==> src/rtl/rlev_pkg.sv <==
// rlev_pkg: types and constants shared by the run-length escape encoder
// used by rlev_front, rlev_queue, rlev_back and rle_escape_varint_encoder_core
// no dependencies
package rlev_pkg;

  localparam int COUNT_BITS_DEF = 32;
  localparam int LEN_W = 32;
  localparam int MAX_RESULTS = 14;
  localparam int QUEUE_DEPTH = 2;

  localparam logic [7:0] ESC_RESET = 8'd27;
  localparam logic [2:0] MIN_RUN_RESET = 3'd3;
  localparam logic [7:0] CNT2_MARK = 8'hfd;
  localparam logic [7:0] CNT4_MARK = 8'hfe;
  localparam logic [LEN_W-1:0] CNT2_LIMIT = 32'h0000_fffe;
  localparam logic [LEN_W-1:0] CNT1_LIMIT = 32'h0000_00fd;

  localparam logic CFG_ESCAPE = 1'b0;
  localparam logic CFG_MIN_RUN = 1'b1;

  // one entry per input item that gives output
  typedef struct packed {
    logic             last;
    logic             a_valid;
    logic [7:0]       a_value;
    logic [LEN_W-1:0] a_len;
    logic             b_valid;
    logic [7:0]       b_value;
  } flush_t;

  typedef struct packed {
    logic full;
    logic empty;
  } queue_status_t;

endpackage

==> src/rtl/rlev_front.sv <==
// rlev_front: tracks the open run and issues flush jobs
// depends on rlev_pkg
module rlev_front #(
  parameter int COUNT_BITS = rlev_pkg::COUNT_BITS_DEF
) (
  input  logic            clk,
  input  logic            rst,
  input  logic            in_accept,
  input  logic [7:0]      data_byte,
  input  logic            stream_last,
  output logic            push,
  output rlev_pkg::flush_t job,
  output logic            run_open
);
  import rlev_pkg::*;

  localparam logic [COUNT_BITS-1:0] COUNT_MAX = '1;

  logic [7:0]            run_value;
  logic [COUNT_BITS-1:0] run_length;
  logic [7:0]            run_value_next;
  logic [COUNT_BITS-1:0] run_length_next;
  logic [COUNT_BITS-1:0] len_inc;
  logic                  cont;

  assign len_inc = run_length + 1'b1;
  assign cont = (run_length != '0) && (data_byte == run_value);
  assign run_open = run_length != '0;

  always_comb begin
    run_value_next = run_value;
    run_length_next = run_length;
    push = 1'b0;
    job.last = stream_last;
    job.a_valid = 1'b0;
    job.a_value = run_value;
    job.a_len = LEN_W'(run_length);
    job.b_valid = 1'b0;
    job.b_value = data_byte;
    if (in_accept) begin
      if (cont) begin
        job.a_len = LEN_W'(len_inc);
        if (len_inc == COUNT_MAX || stream_last) begin
          push = 1'b1;
          job.a_valid = 1'b1;
          run_length_next = '0;
        end else begin
          run_length_next = len_inc;
        end
      end else begin
        job.a_valid = run_length != '0;
        run_value_next = data_byte;
        if (stream_last) begin
          job.b_valid = 1'b1;
          run_length_next = '0;
        end else begin
          run_length_next = COUNT_BITS'(1);
        end
        push = job.a_valid || stream_last;
      end
    end
  end

  always_ff @(posedge clk) begin
    if (rst) begin
      run_value <= '0;
      run_length <= '0;
    end else begin
      run_value <= run_value_next;
      run_length <= run_length_next;
    end
  end

endmodule

==> src/rtl/rlev_queue.sv <==
// rlev_queue: short queue of flush jobs between front and back
// depends on rlev_pkg
module rlev_queue (
  input  logic                   clk,
  input  logic                   rst,
  input  logic                   push,
  input  rlev_pkg::flush_t       wr_job,
  input  logic                   pop,
  output rlev_pkg::flush_t       head,
  output rlev_pkg::queue_status_t status,
  output logic [$clog2(rlev_pkg::QUEUE_DEPTH+1)-1:0] count
);
  import rlev_pkg::*;

  localparam int PTR_W = $clog2(QUEUE_DEPTH);
  localparam int CNT_W = $clog2(QUEUE_DEPTH + 1);

  flush_t           entries [QUEUE_DEPTH];
  logic [PTR_W-1:0] wr_ptr;
  logic [PTR_W-1:0] rd_ptr;

  assign head = entries[rd_ptr];
  assign status.full = count == CNT_W'(QUEUE_DEPTH);
  assign status.empty = count == '0;

  always_ff @(posedge clk) begin
    if (push) begin
      entries[wr_ptr] <= wr_job;
    end
  end

  always_ff @(posedge clk) begin
    if (rst) begin
      wr_ptr <= '0;
      rd_ptr <= '0;
      count <= '0;
    end else begin
      if (push) begin
        wr_ptr <= (wr_ptr == PTR_W'(QUEUE_DEPTH - 1)) ? '0 : wr_ptr + 1'b1;
      end
      if (pop) begin
        rd_ptr <= (rd_ptr == PTR_W'(QUEUE_DEPTH - 1)) ? '0 : rd_ptr + 1'b1;
      end
      count <= count + CNT_W'(push) - CNT_W'(pop);
    end
  end

endmodule

==> src/rtl/rlev_back.sv <==
// rlev_back: walks one flush job byte by byte into the output register
// depends on rlev_pkg
module rlev_back (
  input  logic             clk,
  input  logic             rst,
  input  logic [7:0]       escape_byte,
  input  logic [2:0]       min_run,
  input  logic             head_valid,
  input  rlev_pkg::flush_t head,
  output logic             pop,
  output logic             m_tvalid,
  input  logic             m_tready,
  output logic [7:0]       m_tdata,   // code_byte
  output logic             m_tuser,   // item_last
  output logic             m_tlast    // stream_end
);
  import rlev_pkg::*;

  logic             b_phase;
  logic [3:0]       idx;
  logic [3:0]       cnt;
  logic             sel;
  logic [7:0]       cur_value;
  logic [LEN_W-1:0] cur_len;
  logic             is_code;
  logic             esc_lit;
  logic [3:0]       code_n;
  logic [3:0]       lit_n;
  logic [3:0]       nb;
  logic [7:0]       byte_out;
  logic [1:0]       len_sel;
  logic             run_end;
  logic             item_end;
  logic             load;

  assign sel = b_phase || !head.a_valid;
  assign cur_value = sel ? head.b_value : head.a_value;
  assign cur_len = sel ? LEN_W'(1) : head.a_len;
  assign is_code = cur_len >= LEN_W'(min_run);
  assign esc_lit = cur_value == escape_byte;
  assign lit_n = esc_lit ? {cur_len[2:0], 1'b0} : {1'b0, cur_len[2:0]};
  assign nb = is_code ? code_n : lit_n;
  assign len_sel = 2'(idx - 4'd2);

  always_comb begin
    if (cur_len < CNT1_LIMIT) begin
      code_n = 4'd3;
    end else if (cur_len <= CNT2_LIMIT) begin
      code_n = 4'd5;
    end else begin
      code_n = 4'd7;
    end
  end

  always_comb begin
    byte_out = cur_value;
    if (is_code) begin
      if (idx == 4'd0) begin
        byte_out = escape_byte;
      end else if (idx == nb - 4'd1) begin
        byte_out = cur_value;
      end else if (code_n == 4'd3) begin
        byte_out = cur_len[7:0];
      end else if (idx == 4'd1) begin
        byte_out = (code_n == 4'd5) ? CNT2_MARK : CNT4_MARK;
      end else begin
        case (len_sel)
          2'd0: byte_out = cur_len[7:0];
          2'd1: byte_out = cur_len[15:8];
          2'd2: byte_out = cur_len[23:16];
          2'd3: byte_out = cur_len[31:24];
          default: byte_out = cur_len[7:0];
        endcase
      end
    end else if (esc_lit && idx[0]) begin
      byte_out = 8'h00;
    end
  end

  assign run_end = idx == nb - 4'd1;
  assign item_end = (run_end && (sel || !head.b_valid)) || (cnt == 4'(MAX_RESULTS - 1));
  assign load = head_valid && (!m_tvalid || m_tready);
  assign pop = load && item_end;

  always_ff @(posedge clk) begin
    if (load) begin
      m_tdata <= byte_out;
      m_tuser <= item_end;
      m_tlast <= item_end && head.last;
    end
  end

  always_ff @(posedge clk) begin
    if (rst) begin
      m_tvalid <= 1'b0;
      b_phase <= 1'b0;
      idx <= '0;
      cnt <= '0;
    end else begin
      if (load) begin
        m_tvalid <= 1'b1;
      end else if (m_tready) begin
        m_tvalid <= 1'b0;
      end
      if (load) begin
        if (item_end) begin
          b_phase <= 1'b0;
          idx <= '0;
          cnt <= '0;
        end else begin
          cnt <= cnt + 4'd1;
          if (run_end) begin
            b_phase <= 1'b1;
            idx <= '0;
          end else begin
            idx <= idx + 4'd1;
          end
        end
      end
    end
  end

endmodule

==> src/rtl/rle_escape_varint_encoder_core.sv <==
// rle_escape_varint_encoder_core: top level of the run-length escape encoder
// depends on rlev_pkg, rlev_front, rlev_queue, rlev_back
//
// Takes one raw byte per cycle on the slave stream while the flush queue is not full and
// emits the encoded bytes on the master stream. The front tracks the open run and posts
// a flush job to a two-entry queue whenever a run closes; the back turns each job
// into 1 to 14 output bytes, one byte per cycle while the master stream is not stalled,
// into a registered output stage. Bytes that only extend a run give no output, and the
// slave side stalls only once both queue entries are waiting. A closing byte's job is
// written into the queue before the back registers its first output byte. No clearing
// pass after reset.
module rle_escape_varint_encoder_core #(
  parameter int COUNT_BITS = rlev_pkg::COUNT_BITS_DEF
) (
  input  logic       clk,
  input  logic       rst,
  input  logic       s_tvalid,
  output logic       s_tready,
  input  logic [7:0] s_tdata,   // data_byte
  input  logic       s_tlast,   // stream_last
  output logic       m_tvalid,
  input  logic       m_tready,
  output logic [7:0] m_tdata,   // code_byte
  output logic       m_tuser,   // item_last
  output logic       m_tlast,   // stream_end
  input  logic       cfg_we,
  input  logic       cfg_addr,
  input  logic [7:0] cfg_wdata
);
  import rlev_pkg::*;

  logic [7:0]    escape_reg;
  logic [2:0]    min_run;
  logic          in_accept;
  logic          push;
  logic          pop;
  logic          run_open;
  flush_t        job;
  flush_t        head;
  queue_status_t q_status;
  logic [$clog2(QUEUE_DEPTH+1)-1:0] q_count;

  assign s_tready = !q_status.full;
  assign in_accept = s_tvalid && s_tready;

  always_ff @(posedge clk) begin
    if (rst) begin
      escape_reg <= ESC_RESET;
      min_run <= MIN_RUN_RESET;
    end else if (cfg_we) begin
      case (cfg_addr)
        CFG_ESCAPE: escape_reg <= cfg_wdata;
        CFG_MIN_RUN: min_run <= cfg_wdata[2:0];
        default: escape_reg <= escape_reg;
      endcase
    end
  end

  rlev_front #(
    .COUNT_BITS(COUNT_BITS)
  ) u_front (
    .clk(clk),
    .rst(rst),
    .in_accept(in_accept),
    .data_byte(s_tdata),
    .stream_last(s_tlast),
    .push(push),
    .job(job),
    .run_open(run_open)
  );

  rlev_queue u_queue (
    .clk(clk),
    .rst(rst),
    .push(push),
    .wr_job(job),
    .pop(pop),
    .head(head),
    .status(q_status),
    .count(q_count)
  );

  rlev_back u_back (
    .clk(clk),
    .rst(rst),
    .escape_byte(escape_reg),
    .min_run(min_run),
    .head_valid(!q_status.empty),
    .head(head),
    .pop(pop),
    .m_tvalid(m_tvalid),
    .m_tready(m_tready),
    .m_tdata(m_tdata),
    .m_tuser(m_tuser),
    .m_tlast(m_tlast)
  );

  a_no_overflow: assert property (@(posedge clk) disable iff (rst)
    push |-> !q_status.full || pop)
    else $error("flush queue overflow");

  a_last_closes_run: assert property (@(posedge clk) disable iff (rst)
    in_accept && s_tlast |=> !run_open)
    else $error("run left open after final byte");

  a_end_is_item_last: assert property (@(posedge clk) disable iff (rst)
    m_tvalid && m_tlast |-> m_tuser)
    else $error("stream end not on final byte of an item");

  a_count_bound: assert property (@(posedge clk) disable iff (rst)
    q_count <= ($clog2(QUEUE_DEPTH+1))'(QUEUE_DEPTH))
    else $error("queue count out of range");

endmodule

==> config.mk <==
export PLATFORM = sky130hd
export DESIGN_NAME = rle_escape_varint_encoder_core
export DESIGN_NICKNAME = d
export VERILOG_FILES = /design/src/rtl/rlev_pkg.sv /design/src/rtl/rlev_front.sv /design/src/rtl/rlev_queue.sv /design/src/rtl/rlev_back.sv /design/src/rtl/rle_escape_varint_encoder_core.sv
export SDC_FILE = /design/constraint.sdc
export NUM_CORES = 1
export LEC_CHECK = 0
export ABC_AREA = 1
export BUFFER_PORTS_ARGS = -buffer_cell sky130_fd_sc_hd__buf_2
export CAP_MARGIN = 20
export CORE_MARGIN = 4
export CORE_UTILIZATION = 25
export DETAILED_ROUTE_END_ITERATION = 10
export GPL_TIMING_DRIVEN = 0
export PLACE_DENSITY = 0.42
export SYNTH_ARGS = -nofsm -noshare
export SYNTH_HDL_FRONTEND = slang
export SYNTH_SLANG_ARGS = --single-unit
==> constraint.sdc <==
create_clock -name clk -period 4.5 [get_ports clk]
set_clock_uncertainty 0.1 [all_clocks]
set_input_delay 0.225 -clock clk [delete_from_list [all_inputs] [get_ports clk]]
set_output_delay 0.225 -clock clk [all_outputs]
set_load 0.01 [all_outputs]
==> results of run 1 <==
[worst max-delay path: cells and delay by family, from the launching register on]
kind | cells | cell delay [ns]
xor gates and xnor gates | 2 | 0.35
buffers and inverters | 6 | 0.54
AOI/OAI and AO/OA | 4 | 0.42
adders and majority gates | 4 | 0.76
DFF | 1 | 0.44
and+or+nand+nor | 14 | 1.51
[timing repair]
action	4_1_cts	5_1_grt
setup buffers	5	3
pin swaps	3	9
endpoints found under the setup margin	19	31
resized for setup	13	14
cloned	0	1
endpoints found under the hold margin	37	0
hold buffers	17	0
[metal layers]
layer,share of wire (%),vias to the layer above
met4,1.4,0
met1,49,3803
met3,1.9,25
li1,-,4236
met5,0,-
met2,47,94
[area by class of cell]
cell class	instances	area [sq um]
timing repair buffer	61	450.4
clock inverter	15	147.6
buffer	42	237.7
multi-input combinational	882	4355
tap	518	648.1
sequential	178	4688
inverter	147	556.8
fill	4139	27140
clock buffer	17	425.4
[power by group through the flow]
stage	registers [W]	clock network [W]	logic, W
floorplan	0.00190	0	0.000331
global placement	0.00190	0	0.000510
detailed placement	0.00190	0	0.000517
CTS	0.00186	0.00156	0.000533
global route	0.00187	0.00163	0.000609
finish	0.00186	0.00151	0.000536
[path summary, 6_finish.rpt]
path	from	endpoint	slack (ns)	cells past startpoint
worst min-delay path	cfg_we	min_run[2]$_SDFFE_PP0P_	0.03	3
worst min register to register	min_run[2]$_SDFFE_PP0P_	min_run[2]$_SDFFE_PP0P_	0.37	2
worst max-delay path	register	u_queue.count[1]$_SDFF_PP0_	0.25	30
worst max register to register	register	u_queue.count[1]$_SDFF_PP0_	0.25	30
[logic make-up (layout without fill, tap and decap cells)]
| group | Yosys count | count (layout) | share of synthesized area, % |
|---|---|---|---|
| simple gates | 680 | 681 | 29.75 |
| buf+inv | 192 | 282 | 8.211 |
| flops | 178 | 178 | 48.04 |
| compound gates | 141 | 141 | 8.019 |
| xor+xnor | 44 | 44 | 3.952 |
| fa+ha+maj | 15 | 15 | 1.925 |
| mux | 1 | 1 | 0.1026 |
[metrics by stage]
step | std cells | util [%] | instance area, sq um
final | 1860 | 29.78 | 11510
after detailed placement | 1804 | 27.46 | 10610
after CTS | 1855 | 29.51 | 11400
after floorplan | 1251 | - | 9754
after global placement | 1802 | 27.34 | 10570
after global routing | 1860 | 29.78 | 11510
[placed cells by master (no fill, tap or decap), types with 4 or more instances in the layout]
cell type | Yosys | layout
nand2_1 | 391 | 389
inv_1 | 137 | 136
edfxtp_1 | 112 | 112
nand3_1 | 111 | 111
nor2_1 | 107 | 104
dfxtp_1 | 66 | 65
a21oi_1 | 47 | 47
o21ai_0 | 42 | 39
xor2_1 | 39 | 37
buf_2 | 8 | 37
clkbuf_1 | 23 | 23
o21ai_1 | 22 | 23
nand4_1 | 20 | 20
o21bai_1 | 17 | 17
clkbuf_16 | 0 | 17
dlygate4sd3_1 | 0 | 17
ha_1 | 15 | 14
nor4_1 | 13 | 13
buf_4 | 4 | 12
nor3_1 | 11 | 11
nor2_2 | 7 | 9
o211ai_1 | 9 | 9
inv_2 | 9 | 9
nand2_2 | 7 | 7
buf_6 | 7 | 6
xnor2_1 | 5 | 5
nor2_4 | 3 | 5
inv_6 | 0 | 5
nand2_4 | 2 | 4
==> impl_metrics.yaml, run 1 <==
yosys:
  synth.most_common_cell: "nand2_1"
  synth_top_cell_by_area: "edfxtp_1"
  synthArstFlopShare_pct: 0
  synth_area_sq_um: 9752
  ys_top_cells_by_count: "nand2_1, inv_1, edfxtp_1"
  yosysSeqAreaShare_pct: 48.04
  netlist_top_cells_area: "edfxtp_1, nand2_1, dfxtp_1"
  synth_cells: 1251
  synth_top_area_share_pct: 34.49
  ys_ff_latch: 178
  ys.flop_type: "edfxtp_1"
  synth.distinct_cells: 38
  synth_nets: 1289
  synth_area_per_cell_sq_um: 7.795
  yosysWarnings: 0
  synth_edf_count: 112
sta:
  finalSetupViolCount: 0
  hold_violations: 0
  fmax_mhz: 235.3
  min_period_ns: 4.250
  worst_pin_slew_ns: 0.8175
  worst_slack_ns: 0.2499
  rsz0062_at_grt: "yes"
  maxSlewHeadroom_pct: 45.50
  setup-tns-final_ns: 0
  timing.final.crit_share_pct: 94.45
  timing.hold.ws_ns: 0.03121
  finalMaxSlewViolations: 0
routing:
  viasPerCell: 4.386
  wl_microns: 28910
  wire_per_inst_microns: 15.54
  dr.pass1.iters: 5
  vias: 8158
  initialDrtViolationCount: 500
  drc: 0
  ant_nets: 0
global_route:
  grt_max_degree: 34
  grt_pass1_vias: 7715
  busiest_layer: "met2"
  grt.overflow.total: 0
  grt_pass1_wl_microns: 45040
  grt.met1_usage_pct: 18.81
  track_usage_pct: 13.84
  grt.met2_usage_pct: 23.23
  antenna_found_initial: 0
  gr-usage-met3_pct: 1.686
power_and_ir_drop:
  vdd_drop_max_mv: 0.1771
  switchingPower_w: 0.001129
  p_seq_share_pct: 47.7
  swShare_pct: 28.89
  p_int_w: 0.002779
  power_density_nw_per_um2: 339.5
  leakage_nw: 4.641
  total_power_w: 0.003908
  combPwrFrac_pct: 13.7
  p_clk_share_pct: 38.6
layout:
  drive_gt1_share_pct: 10.36
  largest_register_ffs: 102
  reg.largest.list: "u_queue.entries x102, u_front.run_length x32"
  diodes: 0
  top_register: "u_queue.entries"
  syn2layout_area_growth_pct: 18.03
  nets: 1367
run_status:
  outcome: "completed"
critical_path:
  crit_arrival_ns: 4.48
  crit_path_end_kind: "register"
  crit_type: "reg -> reg"
  crit_slowest_cell: "dfxtp_4"
  cp-start-kind: "register"
  crit_fanout: 10
  cp.required_ns: 4.73
  slowest_delay_ns: 0.44
place:
  numPortBuffers: 33
  hpwlAfterDp_microns: 21720
  pre_cts_ws_ns: -0.7524
  globalplace.congestion: 0.8601
run:
  cap_violations: 0
floorplanning:
  fp-row-count: 72
  initial_utilization_pct: 25.23
  fp.dieArea_sq_um: 42230
  chipWidth_microns: 205.5
  io_pins: 35
  die_h_microns: 205.5
  coreArea_sq_um: 38650
clock_tree:
  cts_root_buf: "clkbuf_16"
  cts_buffers: 17
  clk_latency_ns: 0.45
  clkTransAtPathRegs_ns: 0.07
  clock_sinks: 178
  cts_buffer_depth: 2
  ctsHtreeMaxLevel: 4
  cts_tree: "yes"
hold_path:
  min_path_type: "in -> reg"
Power figures use the tool's default switching activity.
==> run 2, diff against run 1 <==
--- a/config.mk
+++ b/config.mk
@@ -8,7 +8,7 @@
 export ABC_AREA = 1
 export BUFFER_PORTS_ARGS = -buffer_cell sky130_fd_sc_hd__buf_2
 export CAP_MARGIN = 20
-export CORE_MARGIN = 4
+export CORE_MARGIN = 5
 export CORE_UTILIZATION = 25
 export DETAILED_ROUTE_END_ITERATION = 10
 export GPL_TIMING_DRIVEN = 0
==> impl_metrics.yaml, run 2 (synthesis gave the netlist of run 1 again) <==
routing:
  viasPerCell: 4.392
  dr.pass1.iters: 6
  drc: 0
  wire_per_inst_microns: 15.71
  initialDrtViolationCount: 391
  wl_microns: 29340
  ant_nets: 0
  vias: 8199
critical_path:
  crit_arrival_ns: 4.41
  crit_fanout: 6
  crit_type: "reg -> reg"
  reg2reg_setup_slack_ns: 0.36
  crit_slowest_cell: "dfxtp_4"
  reg2regPathDepth: 30
  cp-start-kind: "register"
  slowest_delay_ns: 0.45
  cp.required_ns: 4.77
  r2r-end: "u_queue.count[1]$_SDFF_PP0_"
  crit_path_end_kind: "register"
global_route:
  grt.overflow.total: 0
  grt_pass1_vias: 7768
  grt_pass1_wl_microns: 45280
  track_usage_pct: 13.38
  antenna_found_initial: 0
  grt_max_degree: 37
clock_tree:
  clkTransAtPathRegs_ns: 0.07
  clock_sinks: 178
  ctsHtreeMaxLevel: 4
  cts_buffers: 17
  clk_latency_ns: 0.44
  cts_buffer_depth: 2
  cts_root_buf: "clkbuf_16"
  cts_tree: "yes"
layout:
  top_register: "u_queue.entries"
  drive_gt1_share_pct: 11.34
  final_cell_mix: "nand2_1, inv_1, edfxtp_1, nand3_1, nor2_1"
  largest_register_ffs: 102
  seq_area_sq_um: 4688
  final_common_cell: "nand2_1"
  syn2layout_area_growth_pct: 19.50
  multi_input_area_sq_um: 4377
  finalCoreUtilization_pct: 30.15
  final_area_sq_um: 11650
  fillers: 4151
  nets: 1374
  reg.largest.list: "u_queue.entries x102, u_front.run_length x32"
  diodes: 0
sta:
  timing.hold.ws_ns: 0.009904
  finalSetupViolCount: 0
  maxSlewHeadroom_pct: 46.62
  worst_slack_ns: 0.3628
  min_period_ns: 4.137
  worst_pin_slew_ns: 0.8007
  timing.final.crit_share_pct: 91.94
  hold_violations: 0
  finalMaxSlewViolations: 0
  fmax_mhz: 241.7
floorplanning:
  chipWidth_microns: 207.5
  io_pins: 35
  die_h_microns: 207.5
  coreArea_sq_um: 38650
  fp-row-count: 72
  initial_utilization_pct: 25.23
  fp.dieArea_sq_um: 43060
place:
  globalplace.congestion: 0.8864
  numPortBuffers: 33
  hpwlAfterDp_microns: 22190
  pre_cts_ws_ns: -0.7978
  placed_area_sq_um: 10640
power_and_ir_drop:
  swShare_pct: 28.86
  p_int_w: 0.002799
  p_seq_share_pct: 47.3
  leakage_nw: 4.710
  vdd_drop_max_mv: 0.2159
  power_density_nw_per_um2: 337.7
  total_power_w: 0.003935
  combPwrFrac_pct: 13.9
  p_clk_share_pct: 38.8
  switchingPower_w: 0.001136
hold_path:
  worstHoldStart: "m_tready"
  min_path_type: "in -> reg"
  worst_hold_path.endpoint: "u_back.m_tvalid$_SDFFE_PP0P_"
  hold-path-cell-count: 4
run:
  cap_violations: 0
run_status:
  outcome: "completed"
## run 2: cell count changes in the layout (fill, tap and decap cells not counted), moves of 2 or more
| cell | before | now |
|---|---|---|
| clkinvlp_4 | 3 | 0 |
| inv_1 | 136 | 134 |
| dlygate4sd3_1 | 17 | 15 |
| buf_8 | 2 | 5 |
| clkinv_4 | 1 | 3 |
| inv_2 | 9 | 11 |
| clkinv_8 | 0 | 3 |
| buf_4 | 12 | 22 |
| buf_6 | 6 | 2 |
## run 2: per-stage QoR
step           instances  TNS (ns)
4_1_cts             1857         0
6_report            1867         0
5_1_grt             1867   -0.1200
2_1_floorplan       1251         0
3_3_place_gp        1802    -82.95
3_5_place_dp        1805    -3.670
## run 2: power by group through the flow
stage                     logic (W)  clock network (W)  registers (W)
after floorplan            0.000331                  0        0.00190
after global placement     0.000510                  0        0.00190
after detailed placement   0.000524                  0        0.00190
after CTS                  0.000541            0.00157        0.00186
after global routing       0.000617            0.00164        0.00187
final                      0.000547            0.00153        0.00186
## run 2: how the worst max path moves through the flow
stage                                       to  slack [ns]  depth (start not counted)
2_1_floorplan      u_queue.count[1]$_SDFF_PP0_        0.32                         29
3_3_place_gp   u_queue.entries[0][7]$_DFFE_PP_       -1.11                         17
3_5_place_dp       u_queue.count[1]$_SDFF_PP0_       -0.80                         28
4_1_cts            u_queue.count[1]$_SDFF_PP0_       0.009                         31
5_1_grt            u_queue.count[1]$_SDFF_PP0_       -0.12                         32
6_report           u_queue.count[1]$_SDFF_PP0_        0.36                         30
## run 2: layer usage
metal / share of wire (%) / wire, microns / global-route usage (%) / vias to the layer above
met5: 0 / 0 / 0 / -
met4: 1.3 / 375 / 3.306 / 0
met3: 2.8 / 818 / 2.206 / 24
met2: 47 / 13900 / 22.43 / 99
met1: 49 / 14240 / 18.09 / 3829
li1: - / - / - / 4247
## run 2: layout make-up
type | instances | share of cell area, %
repair buffers | 71 | 4.703
flip-flops and latches | 178 | 40.23
inverters | 147 | 4.799
clock buffers | 18 | 3.683
well taps | 518 | 5.562
clock inverters | 14 | 1.449
multi-input cells | 881 | 37.56
plain buffers | 40 | 2.018
## run 2: repair_timing
| item | 4_1_cts | 5_1_grt |
|---|---|---|
| hold endpoints to repair | 34 | 0 |
| buffers inserted | 8 | 11 |
| resized for setup | 17 | 27 |
| hold buffers | 15 | 0 |
| endpoints found under the setup margin | 19 | 9 |
| pin swaps | 7 | 7 |
## run 2: critical path, delay by kind of cell, from the launching register on
kind | cells | cell delay (ns)
buf+inv | 5 | 0.37
simple gates | 14 | 1.48
fa+ha+maj | 4 | 0.80
xor+xnor | 2 | 0.30
flops | 1 | 0.45
compound gates | 5 | 0.57
